`config.mk`:
```
export PLATFORM = sky130hd
export DESIGN_NAME = series_mean_stddev_min_max
export DESIGN_NICKNAME = d
export VERILOG_FILES = /design/src/hw/rtl/sms_pkg.sv /design/src/hw/rtl/series_mean_stddev_min_max.sv /design/src/hw/rtl/sms_ctrl.sv /design/src/hw/rtl/sms_dp.sv
export SDC_FILE = /design/constraint.sdc
export NUM_CORES = 2
export LEC_CHECK = 0
export BUFFER_PORTS_ARGS = -buffer_cell sky130_fd_sc_hd__buf_4
export CELL_PAD_IN_SITES_DETAIL_PLACEMENT = 1
export CELL_PAD_IN_SITES_GLOBAL_PLACEMENT = 2
export CORE_AREA = 2 2 401 403
export CTS_CLUSTER_SIZE = 24
export DETAILED_ROUTE_END_ITERATION = 10
export DIE_AREA = 0 0 403 405
export PLACE_DENSITY_LB_ADDON = 0.1
export RECOVER_POWER = 25
export SETUP_SLACK_MARGIN = 0.3
export SLEW_MARGIN = 20
export SYNTH_ARGS = -nofsm -noshare
export SYNTH_HDL_FRONTEND = slang
export SYNTH_HIERARCHICAL = 1
export SYNTH_SLANG_ARGS = --single-unit
```
`constraint.sdc`:
```
create_clock -name clk -period 13.4 [get_ports clk]
set_input_delay 2.68 -clock clk [delete_from_list [all_inputs] [get_ports clk]]
set_output_delay 2.68 -clock clk [all_outputs]
set_load 0.05 [all_outputs]
```
`src/hw/rtl/sms_pkg.sv`:
```
// Shared types and constants for the series statistics block.
`default_nettype none

package sms_pkg;

  // Field and accumulator widths
  localparam int SAMPLE_W  = 24;
  localparam int POS_W     = 16;
  localparam int CNT_W     = 17;
  localparam int SUM_W     = 40;
  localparam int SQ_W      = 63;
  localparam int MAX_COUNT = 65536;

  // Iterative unit sizes
  localparam int DIV_W      = 64;
  localparam int REM_W      = CNT_W;
  localparam int MUL_STEPS  = SAMPLE_W;
  localparam int DIV_STEPS  = DIV_W;
  localparam int ROOT_W     = DIV_W / 2;
  localparam int ROOT_STEPS = ROOT_W;
  localparam int ROOT_REM_W = ROOT_W + 2;
  localparam int STEP_W     = $clog2(DIV_STEPS);

  // Datapath operations issued by the controller
  typedef enum logic [3:0] {
    OP_NONE,
    OP_MEAN_LOAD,
    OP_MEAN_STEP,
    OP_MUL_LOAD,
    OP_MUL_STEP,
    OP_VAR_LOAD,
    OP_VAR_STEP,
    OP_ROOT_LOAD,
    OP_ROOT_STEP,
    OP_FINISH
  } dp_op_t;

  // Controller states
  typedef enum logic [3:0] {
    ST_ACCUM,
    ST_MEAN_LOAD,
    ST_MEAN,
    ST_MUL_LOAD,
    ST_MUL,
    ST_VAR_LOAD,
    ST_VAR,
    ST_ROOT_LOAD,
    ST_ROOT,
    ST_FINISH
  } state_t;

  // Controller to datapath
  typedef struct packed {
    logic   take;
    dp_op_t op;
  } cmd_t;

  // Datapath to controller
  typedef struct packed {
    logic last_pend;
    logic out_free;
  } stat_t;

endpackage

`default_nettype wire

```
`src/hw/rtl/series_mean_stddev_min_max.sv`:
```
// Top level of the series statistics block: controller plus datapath.
`default_nettype none

// Takes one signed sample (8 fraction bits) per cycle while sample_ready is
// high; the item with last set closes the series. After that item is
// accepted, the block folds it in and then runs the shared shift divider
// (64 steps for the mean, 64 for the variance), the 24-step shift-add product
// and the 32-step root, one bit or digit per cycle, each phase after its own
// load step, and finally loads the result and raises result_valid.
// If an earlier result is still waiting to be taken, the load waits with it.
// sample_ready stays low over that stretch and returns the cycle after the
// result is loaded; a new series may then run while the previous result waits
// to be taken. Past 65536 samples further items are dropped and overflow is
// reported.
module series_mean_stddev_min_max import sms_pkg::*; (
  input  logic                       clk,
  input  logic                       rst,
  input  logic                       sample_valid,
  output logic                       sample_ready,
  input  logic signed [SAMPLE_W-1:0] sample,
  input  logic                       last,
  output logic                       result_valid,
  input  logic                       result_ready,
  output logic signed [SAMPLE_W-1:0] mean_value,
  output logic        [SAMPLE_W-1:0] std_dev,
  output logic signed [SAMPLE_W-1:0] max_value,
  output logic        [POS_W-1:0]    max_position,
  output logic signed [SAMPLE_W-1:0] min_value,
  output logic        [POS_W-1:0]    min_position,
  output logic        [CNT_W-1:0]    sample_count,
  output logic                       overflow
);

  cmd_t  cmd;
  stat_t stat;

  assign sample_ready = cmd.take;

  // Sequence the phases
  sms_ctrl u_ctrl (
    .clk  (clk),
    .rst  (rst),
    .stat (stat),
    .cmd  (cmd)
  );

  // Accumulate and compute
  sms_dp u_dp (
    .clk          (clk),
    .rst          (rst),
    .cmd          (cmd),
    .stat         (stat),
    .sample_valid (sample_valid),
    .sample       (sample),
    .last         (last),
    .result_ready (result_ready),
    .result_valid (result_valid),
    .mean_value   (mean_value),
    .std_dev      (std_dev),
    .max_value    (max_value),
    .max_position (max_position),
    .min_value    (min_value),
    .min_position (min_position),
    .sample_count (sample_count),
    .overflow     (overflow)
  );

endmodule

`default_nettype wire

```
`src/hw/rtl/sms_ctrl.sv`:
```
// Controller state machine that sequences accumulation and the final math.
`default_nettype none

module sms_ctrl import sms_pkg::*; (
  input  logic  clk,
  input  logic  rst,
  input  stat_t stat,
  output cmd_t  cmd
);

  state_t            state, state_next;
  logic [STEP_W-1:0] step_cnt, step_cnt_next;

  // Hold state and step counter
  always_ff @(posedge clk) begin
    if (rst) begin
      state    <= ST_ACCUM;
      step_cnt <= '0;
    end else begin
      state    <= state_next;
      step_cnt <= step_cnt_next;
    end
  end

  // Advance through the phases, one datapath operation per cycle; the finish waits while an earlier result is untaken
  always_comb begin
    state_next    = state;
    step_cnt_next = step_cnt;
    cmd.take      = 1'b0;
    cmd.op        = OP_NONE;
    unique case (state)
      ST_ACCUM: begin
        cmd.take = !stat.last_pend;
        if (stat.last_pend) begin
          state_next = ST_MEAN_LOAD;
        end
      end
      ST_MEAN_LOAD: begin
        cmd.op        = OP_MEAN_LOAD;
        step_cnt_next = STEP_W'(DIV_STEPS - 1);
        state_next    = ST_MEAN;
      end
      ST_MEAN: begin
        cmd.op        = OP_MEAN_STEP;
        step_cnt_next = step_cnt - 1'b1;
        if (step_cnt == '0) begin
          state_next = ST_MUL_LOAD;
        end
      end
      ST_MUL_LOAD: begin
        cmd.op        = OP_MUL_LOAD;
        step_cnt_next = STEP_W'(MUL_STEPS - 1);
        state_next    = ST_MUL;
      end
      ST_MUL: begin
        cmd.op        = OP_MUL_STEP;
        step_cnt_next = step_cnt - 1'b1;
        if (step_cnt == '0) begin
          state_next = ST_VAR_LOAD;
        end
      end
      ST_VAR_LOAD: begin
        cmd.op        = OP_VAR_LOAD;
        step_cnt_next = STEP_W'(DIV_STEPS - 1);
        state_next    = ST_VAR;
      end
      ST_VAR: begin
        cmd.op        = OP_VAR_STEP;
        step_cnt_next = step_cnt - 1'b1;
        if (step_cnt == '0) begin
          state_next = ST_ROOT_LOAD;
        end
      end
      ST_ROOT_LOAD: begin
        cmd.op        = OP_ROOT_LOAD;
        step_cnt_next = STEP_W'(ROOT_STEPS - 1);
        state_next    = ST_ROOT;
      end
      ST_ROOT: begin
        cmd.op        = OP_ROOT_STEP;
        step_cnt_next = step_cnt - 1'b1;
        if (step_cnt == '0) begin
          state_next = ST_FINISH;
        end
      end
      ST_FINISH: begin
        if (stat.out_free) begin
          cmd.op     = OP_FINISH;
          state_next = ST_ACCUM;
        end
      end
      default: begin
        state_next = ST_ACCUM;
      end
    endcase
  end

endmodule

`default_nettype wire

```
`src/hw/rtl/sms_dp.sv`:
```
// Datapath: accumulators, extreme tracking, shift divider, multiplier and root.
`default_nettype none

module sms_dp import sms_pkg::*; (
  input  logic                       clk,
  input  logic                       rst,
  input  cmd_t                       cmd,
  output stat_t                      stat,
  input  logic                       sample_valid,
  input  logic signed [SAMPLE_W-1:0] sample,
  input  logic                       last,
  input  logic                       result_ready,
  output logic                       result_valid,
  output logic signed [SAMPLE_W-1:0] mean_value,
  output logic        [SAMPLE_W-1:0] std_dev,
  output logic signed [SAMPLE_W-1:0] max_value,
  output logic        [POS_W-1:0]    max_position,
  output logic signed [SAMPLE_W-1:0] min_value,
  output logic        [POS_W-1:0]    min_position,
  output logic        [CNT_W-1:0]    sample_count,
  output logic                       overflow
);

  // Input stage
  logic                       pend;
  logic signed [SAMPLE_W-1:0] pend_sample;
  logic                       pend_last;

  // Series accumulators
  logic        [CNT_W-1:0]    count;
  logic signed [SUM_W-1:0]    running_sum;
  logic        [SQ_W-1:0]     running_sum_squares;
  logic signed [SAMPLE_W-1:0] best_max, best_min;
  logic        [POS_W-1:0]    best_max_pos, best_min_pos;
  logic                       overflow_seen;

  // Final math registers
  logic [DIV_W-1:0]      div_q;
  logic [REM_W-1:0]      div_rem;
  logic [SAMPLE_W-1:0]   mul_a;
  logic [DIV_W-1:0]      mul_b;
  logic [DIV_W-1:0]      mul_acc;
  logic [SAMPLE_W-1:0]   mean_reg;
  logic [ROOT_W-1:0]     root;
  logic [ROOT_REM_W-1:0] root_rem;

  logic                       accept;
  logic                       at_cap;
  logic                       first;
  logic signed [2*SAMPLE_W-1:0] square;
  logic        [SUM_W-1:0]    sum_mag;
  logic        [REM_W:0]      div_trial;
  logic                       div_fits;
  logic        [ROOT_REM_W+1:0] root_trial_rem;
  logic        [ROOT_REM_W+1:0] root_trial;
  logic                       root_fits;

  assign accept = sample_valid && cmd.take;
  assign at_cap = (count == CNT_W'(MAX_COUNT));
  assign first  = (count == '0);
  assign square = pend_sample * pend_sample;

  assign stat.last_pend = pend && pend_last;
  assign stat.out_free  = !result_valid || result_ready;

  // Magnitude of the running sum for the unsigned divide
  assign sum_mag = running_sum[SUM_W-1] ? $unsigned(-running_sum) : $unsigned(running_sum);

  // One restoring division step: shift in the next dividend bit, try to subtract
  assign div_trial = {div_rem, div_q[DIV_W-1]};
  assign div_fits  = (div_trial >= {1'b0, count});

  // One digit of the square root: bring down two bits, test root*4+1
  assign root_trial_rem = {root_rem, div_q[DIV_W-1 -: 2]};
  assign root_trial     = {2'b00, root, 2'b01};
  assign root_fits      = (root_trial_rem >= root_trial);

  // Register the accepted item for the accumulators
  always_ff @(posedge clk) begin
    if (rst) begin
      pend <= 1'b0;
    end else begin
      pend <= accept;
    end
  end

  always_ff @(posedge clk) begin
    if (accept) begin
      pend_sample <= sample;
      pend_last   <= last;
    end
  end

  // Accumulate the pending item, drop it beyond capacity, clear on finish
  always_ff @(posedge clk) begin
    if (rst || cmd.op == OP_FINISH) begin
      count               <= '0;
      running_sum         <= '0;
      running_sum_squares <= '0;
      best_max_pos        <= '0;
      best_min_pos        <= '0;
      overflow_seen       <= 1'b0;
    end else if (pend) begin
      if (at_cap) begin
        overflow_seen <= 1'b1;
      end else begin
        count               <= count + 1'b1;
        running_sum         <= running_sum + SUM_W'(pend_sample);
        running_sum_squares <= running_sum_squares + SQ_W'($unsigned(square));
        if (first || pend_sample > best_max) begin
          best_max_pos <= count[POS_W-1:0];
        end
        if (first || pend_sample < best_min) begin
          best_min_pos <= count[POS_W-1:0];
        end
      end
    end
  end

  // Extreme values need no reset: the first sample always writes them
  always_ff @(posedge clk) begin
    if (pend && !at_cap) begin
      if (first || pend_sample > best_max) begin
        best_max <= pend_sample;
      end
      if (first || pend_sample < best_min) begin
        best_min <= pend_sample;
      end
    end
  end

  // Run the mean divide, the mean product, the variance divide and the root
  always_ff @(posedge clk) begin
    unique case (cmd.op)
      OP_NONE, OP_FINISH: begin
      end
      OP_MEAN_LOAD: begin
        div_q   <= DIV_W'(sum_mag);
        div_rem <= '0;
      end
      OP_MEAN_STEP, OP_VAR_STEP: begin
        div_q <= {div_q[DIV_W-2:0], div_fits};
        if (div_fits) begin
          div_rem <= REM_W'(div_trial - {1'b0, count});
        end else begin
          div_rem <= div_trial[REM_W-1:0];
        end
      end
      OP_MUL_LOAD: begin
        // mean * (sum + remainder) is never negative, so work on magnitudes
        mul_a    <= div_q[SAMPLE_W-1:0];
        mul_b    <= DIV_W'(sum_mag) + DIV_W'(div_rem);
        mul_acc  <= '0;
        mean_reg <= running_sum[SUM_W-1] ? SAMPLE_W'(-div_q[SAMPLE_W-1:0])
                                         : div_q[SAMPLE_W-1:0];
      end
      OP_MUL_STEP: begin
        if (mul_a[0]) begin
          mul_acc <= mul_acc + mul_b;
        end
        mul_a <= mul_a >> 1;
        mul_b <= mul_b << 1;
      end
      OP_VAR_LOAD: begin
        div_q   <= DIV_W'(running_sum_squares) - mul_acc;
        div_rem <= '0;
      end
      OP_ROOT_LOAD: begin
        root     <= '0;
        root_rem <= '0;
      end
      OP_ROOT_STEP: begin
        div_q <= div_q << 2;
        if (root_fits) begin
          root_rem <= ROOT_REM_W'(root_trial_rem - root_trial);
          root     <= {root[ROOT_W-2:0], 1'b1};
        end else begin
          root_rem <= root_trial_rem[ROOT_REM_W-1:0];
          root     <= {root[ROOT_W-2:0], 1'b0};
        end
      end
      default: begin
      end
    endcase
  end

  // Hold the result until it is taken
  always_ff @(posedge clk) begin
    if (rst) begin
      result_valid <= 1'b0;
    end else if (cmd.op == OP_FINISH) begin
      result_valid <= 1'b1;
    end else if (result_ready) begin
      result_valid <= 1'b0;
    end
  end

  always_ff @(posedge clk) begin
    if (cmd.op == OP_FINISH) begin
      mean_value   <= mean_reg;
      std_dev      <= root[SAMPLE_W-1:0];
      max_value    <= best_max;
      max_position <= best_max_pos;
      min_value    <= best_min;
      min_position <= best_min_pos;
      sample_count <= count;
      overflow     <= overflow_seen;
    end
  end

endmodule

`default_nettype wire
```
* Word level (Yosys, flattened, before mapping) *
Cells that the tools add are included.
W data, S select, Z words.

storage, ports and cells
  bits in registers = 707
  memories kept = 0
  ROM bits = 0
  bits of input ports = 29
  logic and storage cells = 130
  bits in latches = 0
  RAM bits = 0
  output and inout port bits = 148

operators by class
  shifts and indexed selects = 0
  eq/ne operators = 26
  mux-type cells = 26
  add/sub/neg operators = 11
  reductions and logical operators = 31
  $lt $le $gt $ge = 4
  divide/modulo/power cells = 0
  multiply operators = 1
  bitwise logic cells = 1

operators by type and width
  operator              number
  $pmux W64 S2          2
  $pmux W64 S4          1
  $pmux W34 S2          1
  $add A64 B64 Y64      1
  $mux W64              1
  $pmux W32 S2          1
  $sub A63 B64 Y64      1
  $add A63 B48 Y63      1
  $mul A24 B24 Y48      1
  $pmux W24 S2          1
  $add A40 B17 Y41      1
  $add A40 B24 Y40      1
  $mux W40              1
  $neg A40 Y40          1
  $pmux W4 S10          1
  $ge A36 B34 Y1        1
  $pmux W4 S9           1
  $mux W34              1
  $pmux W17 S2          1
  $sub A34 B34 Y34      1
  $eq A4 B3 Y1 const B  8
  $mux W4               7
  $gt A24 B24 Y1        1
  $lt A24 B24 Y1        1
  other kinds (29)      62

* Logic depth before layout (Yosys ltp) *
  word-level depth = 7
  depth in mapped cells = 40
  gate-level depth less buffers = 37

* By module *
Netlist, hierarchy kept.

modules (own cells, without submodules)
  module    area an instance (um^2)  times used  seq. area each (um^2)  cells an instance
  sms_dp    62671.4                  1           19378.6                6576
  sms_ctrl  688.2                    1           200.2                  89

* Worst setup path before layout *
OpenSTA, ideal clock, no wires.

  path kind = in2reg
  from = in result_ready
  to = reg u_dp.count[10]
  arrival = 11195 ps
  data required time = 13272 ps
  setup slack = 2077 ps
  stages = 10
  cell sequence = nand2b_1 -> o21ai_0 -> nor3_1 -> nand2b_1 -> nor2_1 -> or2_2 -> clkbuf_1 -> clkbuf_1 -> buf_1 -> nor2_1

RTL lines
  what                    RTL line                          text
  start: declaration      series_mean_stddev_min_max.sv:23  input logic result_ready,
  end signal: assignment  sms_dp.sv:107                     count <= count + 1'b1;
  end: declaration        sms_dp.sv:30                      logic [CNT_W-1:0] count;

* Final worst setup path *
  from = reg u_dp.pend_sample[13]
  to = reg u_dp.running_sum_squares[57]

on the way
  word-level cells in the longest chain between the ends = 2

RTL lines
  what                      RTL line       text
  start: declaration        sms_dp.sv:26   logic signed [SAMPLE_W-1:0] pend_sample;
  start signal: assignment  sms_dp.sv:89   pend_sample <= sample;
  $mul A24 B24 Y48          sms_dp.sv:61   assign square = pend_sample * pend_sample;
  $add A63 B48 Y63          sms_dp.sv:109  running_sum_squares <= running_sum_squares + SQ_W'($unsigned(square));
  end signal: assignment    sms_dp.sv:109
  end: declaration          sms_dp.sv:32   logic [SQ_W-1:0] running_sum_squares;

Every way passes these cells.
A chain may end at the register's enable or synchronous reset.

==> flow_summary.ini <==
[cts]
cts_made_buffers = 85
insertion_delay_ns = 0.74
cts_resized = 0
clock_path_buffers = 3
root_buffer = clkbuf_16
numClockSinks = 707
cts_hold_buf = 0
post_cts_buffers = 0
clk_pin_slew_ns = 0.06
htreeDepth = 3
tritoncts = done

[placed_design]
post-dp-hpwl_mm = 157
numPortBuffers = 176
gp_congestion = 0.866

[timing]
post-route-period-util = 0.881
relSlewSlack = -0.925
worstMarginPinSlew_ns = 2.89
tns_ns = 0
rsz0062_at_grt = false
setup_viol = 0
final_max_slew_viol_count = 237
fmax_mhz = 84.7
finalCriticalPeriod_ns = 11.80
fin_worst_skew_ns = 0.0654
finalHoldViolCount = 0

[die]
io_pins = 177
rows = 147
die_width_um = 403
start_util = 0.398
die-area_mm2 = 0.163
die_h_um = 405
placeableCoreArea_mm2 = 0.159

[worst_hold_path]
worstHoldStart = u_dp/mean_reg[3]$_DFFE_PP_
hold_class = flip-flop to flip-flop
min_path_cells = 0
hold_path_end = u_dp/mean_value[3]$_DFFE_PP_

[critical_path]
crit_top_cell = fa_1
crit_type = flip-flop to flip-flop
cpPeakStageDelay_ns = 1.74
crit_fanout = 30
path_buf_inv = 6
reg2reg_depth = 32
critPathArrivalTime_ns = 12.42
crit_family = adder cells
reg2reg_slack_ns = 1.60
critPathLaunchType = flip-flop
cp-end-kind = flip-flop
cp_slowest_cell = clkbuf_1
required_ns = 14.01
timing.rr.start = u_dp/pend_sample[13]$_DFFE_PP_
r2r_end = u_dp/running_sum_squares[57]$_SDFFE_PP0P_
worst-path-stages = 32

[final_layout]
finalNetCount = 7822
syn_to_final_growth_pct = 9.79
drive_above_1_share = 0.0546
reg_top3 = u_dp/div_q x64, u_dp/mul_acc x64, u_dp/mul_b x64

[synth]
yosysWarningCount = 6
synthFlopType = edfxtp_1
postSynthAreaPerCell_um2 = 9.51
synth_edf_count = 542
ys_async_sr_fraction = 0
synth.top_cell.area_share = 0.257
yosysSeqAreaShare = 0.309
ys_ff_latch = 707
syn_inst = 6665
yosys-top-cells-area = edfxtp_1 26%, fa_1 18%, ha_1 9.6%
syn_nets = 7746
synthesis.area_mm2 = 0.0634
synth.distinct_cells = 93
synth_top_area_cell = edfxtp_1

[global_routing]
grt_usage = 0.249
grt_max_degree = 134
grt.overflow.total = 0
grt_pass1_wl_mm = 315
antenna_found_initial = 2
grt_pass1_vias = 52389

[job]
maxCapViolations = 7

[route]
wire_per_inst_um = 22.6
met1_length_mm = 94.8
drt_iter0_drc = 2782
route.detailed.drc = 0
routed-wl-met2_mm = 96.6
firstDrtPassIters = 5
ant_nets = 0
vias = 48789
viasPerCell = 5.48
wl_mm = 201
dr.max_layer_used = met4
wl_met3_mm = 5.83

[outcome]
outcome = finished, violations left
violations = max-capacitance violations, max-slew violations
[cell usage in the layout (no fill, tap or decap), drive strengths merged, types with 18 or more instances in the layout]
| master | count |
|---|---|
| inv | 954 |
| nand2 | 652 |
| fa | 565 |
| edfxtp | 542 |
| ha | 487 |
| a21oi | 454 |
| nor2 | 414 |
| o21ai | 263 |
| xnor2 | 252 |
| a21o | 202 |
| clkbuf | 188 |
| dfxtp | 165 |
| buf | 155 |
| and2 | 138 |
| xor2 | 132 |
| nand3 | 128 |
| nor3 | 89 |
| nand4 | 77 |
| nor2b | 59 |
| a31oi | 53 |
| nand2b | 53 |
| o31ai | 50 |
| clkinv | 47 |
| o21bai | 46 |
| a211oi | 46 |
| o21a | 44 |
| mux2i | 44 |
| a22oi | 41 |
| or3 | 40 |
| and3 | 37 |
| o211ai | 34 |
| or4 | 26 |
| or2 | 25 |
| nor4 | 24 |
| a21boi | 21 |
| a222oi | 20 |
| o221ai | 20 |
| o41ai | 19 |
| a221oi | 18 |
[per-stage QoR]
step	area (um2)	worst slack [ns]	instances	utilization	hold slack (ns)
4_1_cts	69800	2.44	8897	0.438	0.422
5_1_grt	69600	0.972	8899	0.437	0.437
3_3_place_gp	67000	2.63	8738	0.420	0.406
2_1_floorplan	63400	2.08	6665	-	0.400
3_5_place_dp	67000	2.52	8738	0.420	0.406
6_report	69600	1.60	8900	0.437	0.419
[synthesized netlist by cell type, types with 137 or more instances]
library cell / number
nor2_1: 413
nand2_1: 651
ha_1: 487
clkbuf_1: 237
a21oi_1: 453
o21ai_0: 260
a21o_1: 202
and2_1: 137
inv_1: 952
fa_1: 565
xnor2_1: 252
dfxtp_1: 165
edfxtp_1: 542
[metal layers]
| layer | global-route usage | up-vias |
|---|---|---|
| met5 | 0 | - |
| met4 | 0.0549 | 0 |
| met3 | 0.0201 | 193 |
| met2 | 0.421 | 680 |
| met1 | 0.348 | 24968 |
| li1 | - | 22948 |
[cells by family after synthesis]
logic type | synth area share
flops | 0.309
mux | 0.00713
buf+inv | 0.0718
compound gates | 0.147
simple gates | 0.137
xor+xnor | 0.0531
fa+ha+maj | 0.275
[worst max path at each step]
stage,startpoint,end
after detailed placement,u_dp/pend_sample[1]$_DFFE_PP_,u_dp/running_sum_squares[57]$_SDFFE_PP0P_
after global placement,u_dp/pend_sample[1]$_DFFE_PP_,u_dp/running_sum_squares[57]$_SDFFE_PP0P_
final,u_dp/pend_sample[13]$_DFFE_PP_,u_dp/running_sum_squares[57]$_SDFFE_PP0P_
after CTS,u_dp/pend_sample[1]$_DFFE_PP_,u_dp/running_sum_squares[57]$_SDFFE_PP0P_
after floorplan,result_ready,u_dp/count[10]$_SDFFE_PP0P_
after global routing,u_dp/pend_sample[13]$_DFFE_PP_,u_dp/running_sum_squares[58]$_SDFFE_PP0P_
[layout make-up]
cell class / count / area (um2)
diodes: 1 / 2.50
well taps: 2086 / 2610
clock inverters: 59 / 611
multi-input cells: 4750 / 39300
inverters: 954 / 3580
flip-flops and latches: 707 / 19600
repair buffers: 243 / 1590
fillers: 18219 / 89700
clock buffers: 100 / 2250
Power is not shown: default switching activity piles up to over one toggle a cycle in this logic, so the estimate is an artifact.
